$ cat src/rtl/efg_pkg.sv
// ---------------------------------------------------------------------------
// efg_pkg
// Shared sizes, operation and status codes, cell types and the wait
// condition of the event-flags group.
// ---------------------------------------------------------------------------
package efg_pkg;

  // Number of waiter slots, one cell each
  localparam int MAX_WAITERS = 8;
  // Width of the occupied-slot counter
  localparam int TOTAL_W     = $clog2(MAX_WAITERS + 1);

  // Operation codes
  localparam logic [2:0] FUNC_SET    = 3'd0;
  localparam logic [2:0] FUNC_CLEAR  = 3'd1;
  localparam logic [2:0] FUNC_WAIT   = 3'd2;
  localparam logic [2:0] FUNC_UNWAIT = 3'd3;
  localparam logic [2:0] FUNC_DELETE = 3'd4;

  // Status codes
  localparam logic [1:0] ST_OK          = 2'd0;
  localparam logic [1:0] ST_FULL        = 2'd1;
  localparam logic [1:0] ST_NOT_WAITING = 2'd2;

  // One pending notification travelling down the cell chain
  typedef struct packed {
    logic        vld;
    logic [31:0] thr;
    logic [31:0] post;
  } note_t;

  // Commands broadcast to every cell
  typedef struct packed {
    logic load;   // capture own notification for a set
    logic shift;  // take the neighbour's notification
    logic wr;     // write the selected slot (wait)
    logic rel;    // free the selected slot (unwait)
    logic clr;    // free every slot (delete)
  } cell_ctl_t;

  // Any mode: some wanted bit present. All mode: every wanted bit present.
  function automatic logic cond_holds(input logic [31:0] flags,
                                      input logic [31:0] want,
                                      input logic        all_mode);
    logic [31:0] hit;
    hit = flags & want;
    if (all_mode) begin
      return hit == want;
    end
    return hit != 32'd0;
  endfunction

endpackage

$ cat src/rtl/event_flags_group_waiters_unit.sv
// ---------------------------------------------------------------------------
// event_flags_group_waiters_unit
// Event-flags group with a row of waiter-slot cells: set, clear, wait,
// unwait and delete, each closed by one status beat.
// ---------------------------------------------------------------------------
//  channel  | handshake               | payload
//  ---------+-------------------------+-------------------------------------
//  input    | start & !busy           | in_func, in_flag_bits, in_wait_all,
//           |                         | in_thread_id, in_wake_bits
//  result   | out_strobe, one cycle   | out_is_notify .. out_last
//
//  Clear, unwait, delete, unknown codes and a wait that notifies nobody
//  (full table included) go straight to the status beat; a wait that
//  notifies first emits its own notification. A set scans the cell chain
//  up to the highest slot that notifies: notifications leave the cell
//  chain one slot per cycle from cell 0.
//  Synchronous active-low reset frees every slot and zeroes the flags.
//  Results cannot be held off; busy stays high until the status beat.
// ---------------------------------------------------------------------------
module event_flags_group_waiters_unit (
  input  logic        clk,
  input  logic        rst_n,
  input  logic        start,
  output logic        busy,
  input  logic [2:0]  in_func,
  input  logic [31:0] in_flag_bits,
  input  logic        in_wait_all,
  input  logic [31:0] in_thread_id,
  input  logic [31:0] in_wake_bits,
  output logic        out_strobe,
  output logic        out_is_notify,
  output logic [31:0] out_target_thread,
  output logic [31:0] out_posted_bits,
  output logic [31:0] out_flags_now,
  output logic [1:0]  out_status,
  output logic [3:0]  out_waiters_now,
  output logic        out_last
);
  import efg_pkg::*;

  typedef enum logic [1:0] {S_IDLE, S_SCAN, S_WNOTE, S_STAT} state_t;

  state_t               state_r;
  logic [31:0]          flags_r;
  logic [TOTAL_W-1:0]   total_r;
  logic [1:0]           status_r;
  logic [31:0]          wn_thr_r;
  logic [31:0]          wn_post_r;

  logic                 out_strobe_r;
  logic                 out_is_notify_r;
  logic [31:0]          out_target_thread_r;
  logic [31:0]          out_posted_bits_r;
  logic [31:0]          out_flags_now_r;
  logic [1:0]           out_status_r;
  logic [3:0]           out_waiters_now_r;
  logic                 out_last_r;

  logic                   accept;
  logic [MAX_WAITERS-1:0] match_v;
  logic [MAX_WAITERS-1:0] free_v;
  logic [MAX_WAITERS-1:0] free_first;
  logic [MAX_WAITERS-1:0] wr_sel;
  logic [MAX_WAITERS-1:0] sel_v;
  logic [MAX_WAITERS-1:0] chain_vld;
  logic                   any_match;
  logic                   slot_ok;
  logic                   wait_hit;
  logic                   rest_vld;
  logic [31:0]            cond_flags;
  cell_ctl_t              ctl;
  note_t                  chain [0:MAX_WAITERS];

  assign busy   = (state_r != S_IDLE);
  assign accept = start && !busy;

  // Slot selection: the thread's own slot wins, else the lowest free one
  assign any_match  = |match_v;
  assign free_first = free_v & ((~free_v) + MAX_WAITERS'(1));
  assign slot_ok    = any_match || (|free_v);
  assign wr_sel     = any_match ? match_v : free_first;
  assign sel_v      = (in_func == FUNC_WAIT) ? wr_sel : match_v;

  assign cond_flags = flags_r | in_flag_bits;
  assign wait_hit   = cond_holds(flags_r, in_flag_bits, in_wait_all);

  // Broadcast commands
  always_comb begin
    ctl.load  = accept && (in_func == FUNC_SET);
    ctl.shift = (state_r == S_SCAN);
    ctl.wr    = accept && (in_func == FUNC_WAIT) && slot_ok;
    ctl.rel   = accept && (in_func == FUNC_UNWAIT);
    ctl.clr   = accept && (in_func == FUNC_DELETE);
  end

  // Row of slot cells; the chain drains towards cell 0
  assign chain[MAX_WAITERS] = '0;

  for (genvar i = 0; i < MAX_WAITERS; i++) begin : g_cell
    efg_cell u_cell (
      .clk          (clk),
      .rst_n        (rst_n),
      .ctl_i        (ctl),
      .sel_i        (sel_v[i]),
      .cond_flags_i (cond_flags),
      .tid_i        (in_thread_id),
      .want_i       (in_flag_bits),
      .all_i        (in_wait_all),
      .post_i       (in_wake_bits),
      .up_i         (chain[i+1]),
      .note_o       (chain[i]),
      .match_o      (match_v[i]),
      .free_o       (free_v[i])
    );
    assign chain_vld[i] = chain[i].vld;
  end

  // Anything left behind the head after this shift
  assign rest_vld = |(chain_vld >> 1);

  // Hold the payload of a wait's immediate notification
  always_ff @(posedge clk) begin
    if (accept) begin
      wn_thr_r  <= in_thread_id;
      wn_post_r <= in_wake_bits;
    end
  end

  // Sequencer, group state and result register
  always_ff @(posedge clk) begin
    if (!rst_n) begin
      state_r             <= S_IDLE;
      flags_r             <= 32'd0;
      total_r             <= '0;
      status_r            <= ST_OK;
      out_strobe_r        <= 1'b0;
      out_is_notify_r     <= 1'b0;
      out_target_thread_r <= 32'd0;
      out_posted_bits_r   <= 32'd0;
      out_flags_now_r     <= 32'd0;
      out_status_r        <= ST_OK;
      out_waiters_now_r   <= 4'd0;
      out_last_r          <= 1'b0;
    end else begin
      case (state_r)
        S_IDLE: begin
          out_strobe_r <= 1'b0;
          if (accept) begin
            case (in_func)
              FUNC_SET: begin
                flags_r  <= flags_r | in_flag_bits;
                status_r <= ST_OK;
                state_r  <= S_SCAN;
              end
              FUNC_CLEAR: begin
                flags_r  <= flags_r & ~in_flag_bits;
                status_r <= ST_OK;
                state_r  <= S_STAT;
              end
              FUNC_WAIT: begin
                if (!slot_ok) begin
                  status_r <= ST_FULL;
                  state_r  <= S_STAT;
                end else begin
                  status_r <= ST_OK;
                  if (!any_match) begin
                    total_r <= total_r + TOTAL_W'(1);
                  end
                  state_r <= wait_hit ? S_WNOTE : S_STAT;
                end
              end
              FUNC_UNWAIT: begin
                if (any_match) begin
                  total_r  <= total_r - TOTAL_W'(1);
                  status_r <= ST_OK;
                end else begin
                  status_r <= ST_NOT_WAITING;
                end
                state_r <= S_STAT;
              end
              FUNC_DELETE: begin
                flags_r  <= 32'd0;
                total_r  <= '0;
                status_r <= ST_OK;
                state_r  <= S_STAT;
              end
              default: begin
                status_r <= ST_OK;
                state_r  <= S_STAT;
              end
            endcase
          end
        end
        S_SCAN: begin
          // Emit the head cell's notification, drop out once the chain is dry
          out_strobe_r <= chain[0].vld;
          if (chain[0].vld) begin
            out_is_notify_r     <= 1'b1;
            out_target_thread_r <= chain[0].thr;
            out_posted_bits_r   <= chain[0].post;
            out_flags_now_r     <= flags_r;
            out_status_r        <= ST_OK;
            out_waiters_now_r   <= 4'(total_r);
            out_last_r          <= 1'b0;
          end
          if (!rest_vld) begin
            state_r <= S_STAT;
          end
        end
        S_WNOTE: begin
          out_strobe_r        <= 1'b1;
          out_is_notify_r     <= 1'b1;
          out_target_thread_r <= wn_thr_r;
          out_posted_bits_r   <= wn_post_r;
          out_flags_now_r     <= flags_r;
          out_status_r        <= ST_OK;
          out_waiters_now_r   <= 4'(total_r);
          out_last_r          <= 1'b0;
          state_r             <= S_STAT;
        end
        S_STAT: begin
          out_strobe_r        <= 1'b1;
          out_is_notify_r     <= 1'b0;
          out_target_thread_r <= 32'd0;
          out_posted_bits_r   <= 32'd0;
          out_flags_now_r     <= flags_r;
          out_status_r        <= status_r;
          out_waiters_now_r   <= 4'(total_r);
          out_last_r          <= 1'b1;
          state_r             <= S_IDLE;
        end
        default: begin
          out_strobe_r <= 1'b0;
          state_r      <= S_IDLE;
        end
      endcase
    end
  end

  assign out_strobe        = out_strobe_r;
  assign out_is_notify     = out_is_notify_r;
  assign out_target_thread = out_target_thread_r;
  assign out_posted_bits   = out_posted_bits_r;
  assign out_flags_now     = out_flags_now_r;
  assign out_status        = out_status_r;
  assign out_waiters_now   = out_waiters_now_r;
  assign out_last          = out_last_r;

endmodule

$ cat src/rtl/efg_cell.sv
// ---------------------------------------------------------------------------
// efg_cell
// One waiter slot: holds thread, mask, mode and post bits, compares the
// thread id locally and carries one stage of the notification chain.
// ---------------------------------------------------------------------------
module efg_cell (
  input  logic              clk,
  input  logic              rst_n,
  input  efg_pkg::cell_ctl_t ctl_i,
  input  logic              sel_i,
  input  logic [31:0]       cond_flags_i,
  input  logic [31:0]       tid_i,
  input  logic [31:0]       want_i,
  input  logic              all_i,
  input  logic [31:0]       post_i,
  input  efg_pkg::note_t    up_i,
  output efg_pkg::note_t    note_o,
  output logic              match_o,
  output logic              free_o
);
  import efg_pkg::*;

  logic        used_r, used_nxt;
  logic [31:0] thr_r;
  logic [31:0] want_r;
  logic        all_r;
  logic [31:0] post_r;

  logic        note_vld_r;
  logic [31:0] note_thr_r;
  logic [31:0] note_post_r;
  note_t       note_nxt;

  // Local compare against the thread of the incoming beat
  assign match_o = used_r && (thr_r == tid_i);
  assign free_o  = !used_r;

  // Occupancy update
  always_comb begin
    used_nxt = used_r;
    if (ctl_i.clr) begin
      used_nxt = 1'b0;
    end else if (ctl_i.wr && sel_i) begin
      used_nxt = 1'b1;
    end else if (ctl_i.rel && sel_i) begin
      used_nxt = 1'b0;
    end
  end

  // Capture own notification on a set, otherwise advance the chain
  always_comb begin
    note_nxt.vld  = note_vld_r;
    note_nxt.thr  = note_thr_r;
    note_nxt.post = note_post_r;
    if (ctl_i.load) begin
      note_nxt.vld  = used_r && cond_holds(cond_flags_i, want_r, all_r);
      note_nxt.thr  = thr_r;
      note_nxt.post = post_r;
    end else if (ctl_i.shift) begin
      note_nxt = up_i;
    end
  end

  // Control bits
  always_ff @(posedge clk) begin
    if (!rst_n) begin
      used_r     <= 1'b0;
      note_vld_r <= 1'b0;
    end else begin
      used_r     <= used_nxt;
      note_vld_r <= note_nxt.vld;
    end
  end

  // Slot contents and chain payload
  always_ff @(posedge clk) begin
    if (ctl_i.wr && sel_i) begin
      thr_r  <= tid_i;
      want_r <= want_i;
      all_r  <= all_i;
      post_r <= post_i;
    end
    note_thr_r  <= note_nxt.thr;
    note_post_r <= note_nxt.post;
  end

  assign note_o.vld  = note_vld_r;
  assign note_o.thr  = note_thr_r;
  assign note_o.post = note_post_r;

endmodule

$ cat config.mk
export PLATFORM = sky130hd
export DESIGN_NAME = event_flags_group_waiters_unit
export DESIGN_NICKNAME = d
export VERILOG_FILES = /design/src/rtl/efg_pkg.sv /design/src/rtl/event_flags_group_waiters_unit.sv /design/src/rtl/efg_cell.sv
export SDC_FILE = /design/constraint.sdc
export NUM_CORES = 2
export LEC_CHECK = 0
export ABC_AREA = 1
export BUFFER_PORTS_ARGS = -buffer_cell sky130_fd_sc_hd__buf_4
export CAP_MARGIN = 20
export CORE_MARGIN = 5
export CORE_UTILIZATION = 40
export CTS_BUF_LIST = sky130_fd_sc_hd__clkbuf_8
export DETAILED_ROUTE_END_ITERATION = 10
export PLACE_DENSITY = 0.52
export SLEW_MARGIN = 10
export SYNTH_ARGS = -nofsm -noshare
export SYNTH_HDL_FRONTEND = slang
export SYNTH_HIERARCHICAL = 1
export SYNTH_SLANG_ARGS = --single-unit
$ cat constraint.sdc
create_clock -name clk -period 14 [get_ports clk]
set_input_delay 2.8 -clock clk [delete_from_list [all_inputs] [get_ports clk]]
set_output_delay 2.8 -clock clk [all_outputs]
set_load 0.01 [all_outputs]
==> metrics.txt <==
RSZ-0062 raised after global routing false; share of the synthesized area in the top cell type 64.5%; # IOs 209; share of layout cells above drive strength 1 11.5%; CTS root buffer clkbuf_8; initial antenna violation count 8; FMAX 149 MHz; final wirelength 172000 um; Worst Hold Class reg -> reg; Post-Synthesis Cell Area 63000 um^2; CTS Hold Bufs 0; Remaining DRCs 0; Avg Vias per Cell 4.89; Final Instance Count excl. Fillers 8499; post-layout min period 6.69 ns; Synth area leader edfxtp_1; synth top area cells edfxtp_1 (64%), nand2_1 (13%), dfxtp_1 (5.1%); DR iter-0 viols 3235; row count 145; CTS tree yes; routed length per instance 20.2 um; Least-Margin Pin Slew 1.09 ns; final setup violation count 0; Total GRT Usage 20.6%; clk buf depth 4; Inst Count DP 8023; endpoint type of the worst setup path flip-flop; width of the die 407 um; Seq/Total Area, Yosys 69.6%; commonest cells after routing, fill and taps aside nand2_1 (2102), edfxtp_1 (1352), inv_1 (702); die height 407 um; CP required 14.55 ns; total power 11.9 mW; largest net degree at the start of global routing 179; syn_area_per_cell 10.8 um^2; area of the core 156000 um^2; status finished clean; Critical Path AT 7.24 ns; Pwr Density 166 nW/um^2; Sink Count 1513; H-tree depth 5; Slew headroom 27.3%; first-pass GRT wire length 256000 um; setup bufs post-CTS 0; CTS Buf Count 281; Top cell by count, worst path nand2_1; CP max-delay cell o21ai_0; CP Launch Type input pin; period utilization 47.8%; CP peak stage delay 0.79 ns; TNS Setup 0 ns; Max FO, Critical Path 59; leakage 29.3 nW; WS Path Type in -> reg; area delta synth->final 13.9%; Hold WS 0.464 ns; detailed placement HPWL 110000 um; Nets 6362; GP Congestion 0.842; DRT antenna net count 0; routed via count 41500; critical path, cell by cell buf_4 -> nand2_1 -> o21ai_1 -> a211oi_1 -> nand2_1 -> nor2_1 -> nand3_1 -> nor2_1 -> inv_1 -> nand4_1 -> nor2_2 -> nand2_1 -> o21ai_0 -> nand2_1 -> inv_4 -> buf_4; peak supply drop 0.110 mV; max cap viols 0; synthesized flop and latch total 1513; DRT Pass-1 Iters 6; GRT overflow 0; Port Buf Inserts 208; commonest non-fill, non-tap cell in the layout nand2_1; vias in the first global route 41100; Finished Core Util 45.9%; final hold viol count 0; clock-pin slew of the registers on the worst-case setup and hold paths 0.06 ns; Initial Utilization 40.3%; Mapped Cells 5841; Synth Warn # 6; post-synth cell types 50; post-cts resize count 0; max-slew violations 0; Skew-Pair Late Insertion Delay 0.98 ns; Final Skew 0.0832 ns; die area 165000 um^2
-- cells in the mapped netlist, drive strengths merged --
master and number:
nand2 2113, edfxtp 1352, inv 624, o21ai 546, nor2 329, dfxtp 161
a21oi 116, buf 107, clkbuf 76, a22oi 64, or2 57, nand4 47
xor2 41, o22ai 40, a211oi 39, nand3 28, nor3 19, o211ai 16
a311oi 10, nand3b 9, a221oi 8, a22o 8, nor4 8, o2111ai 8
ha 7, o31ai 2, a21boi 1, a21o 1, conb 1, fa 1
o41ai 1, xnor2 1
-- logic make-up after synthesis --
group,count (synthesis),synth area share (%)
flip-flops,1513,69.6
AND/OR/NAND/NOR,2610,16.3
adder cells (fa/ha/maj),8,0.171
other,1,0.00596
buffers and inverters,807,5.17
AO/OA/AOI/OAI,860,8.14
XOR/XNOR,42,0.584
-- registers in the layout (all words and copies together) (netlist names), 32 cells and up --
signal	count
out_flags_now	32
g_cell.u_cell/want_r	256
out_target_thread	32
g_cell.u_cell/post_r	256
wn_thr_r	32
g_cell.u_cell/note_thr_r	256
out_posted_bits	32
flags_r	32
g_cell.u_cell/thr_r	256
g_cell.u_cell/note_post_r	256
wn_post_r	32
-- report_power, final --
part	switching [mW]	internal, mW	leakage [nW]
logic	1.46	0.609	12.7
clock network	1.78	1.96	2.84
registers	0.227	5.86	13.7
-- metal layers --
metal	vias to the layer above	GRT usage, %	routed length [um]
met2	1239	33.5	80200
li1	20400	-	-
met3	266	4.43	11200
met4	2	6.37	4360
met5	-	0	17
met1	19700	27.9	75800
-- worst max-delay path, delay by kind of cell --
family / cells / cell delay, ns
AND/OR/NAND/NOR: 9 / 1.60
buffers and inverters: 4 / 1.76
AO/OA/AOI/OAI: 3 / 0.94
-- path summary, 6_finish.rpt --
kind / start / end / slack, ns / cells after the start
setup reg to reg: g_cell[1].u_cell/thr_r[27] / g_cell[2].u_cell/post_r[12] / 9.05 / 16
hold / removal: g_cell[1].u_cell/note_post_r[25] / g_cell[0].u_cell/note_post_r[25] / 0.46 / 2
setup / recovery: in_thread_id[27] / g_cell[2].u_cell/post_r[12] / 7.31 / 16
hold reg to reg: g_cell[1].u_cell/note_post_r[25] / g_cell[0].u_cell/note_post_r[25] / 0.46 / 2
-- through the flow --
| stage | instance area (um^2) | setup WS, ns |
|---|---|---|
| floorplan | 63200 | 7.40 |
| global placement | 66800 | 6.48 |
| detailed placement | 66800 | 6.45 |
| CTS | 71600 | 7.53 |
| global route | 71700 | 7.01 |
| finish | 71700 | 7.31 |
-- cell type report --
cell class,count,area [um^2]
flip-flops and latches,1513,43800
fillers,14600,84700
clock buffers,298,4100
repair buffers,246,1920
diodes,3,7.51
inverters,624,2370
well taps,2058,2570
multi-input cells,3585,16200
clock inverters,172,714
Note: power is estimated with default switching activity, not from simulation.
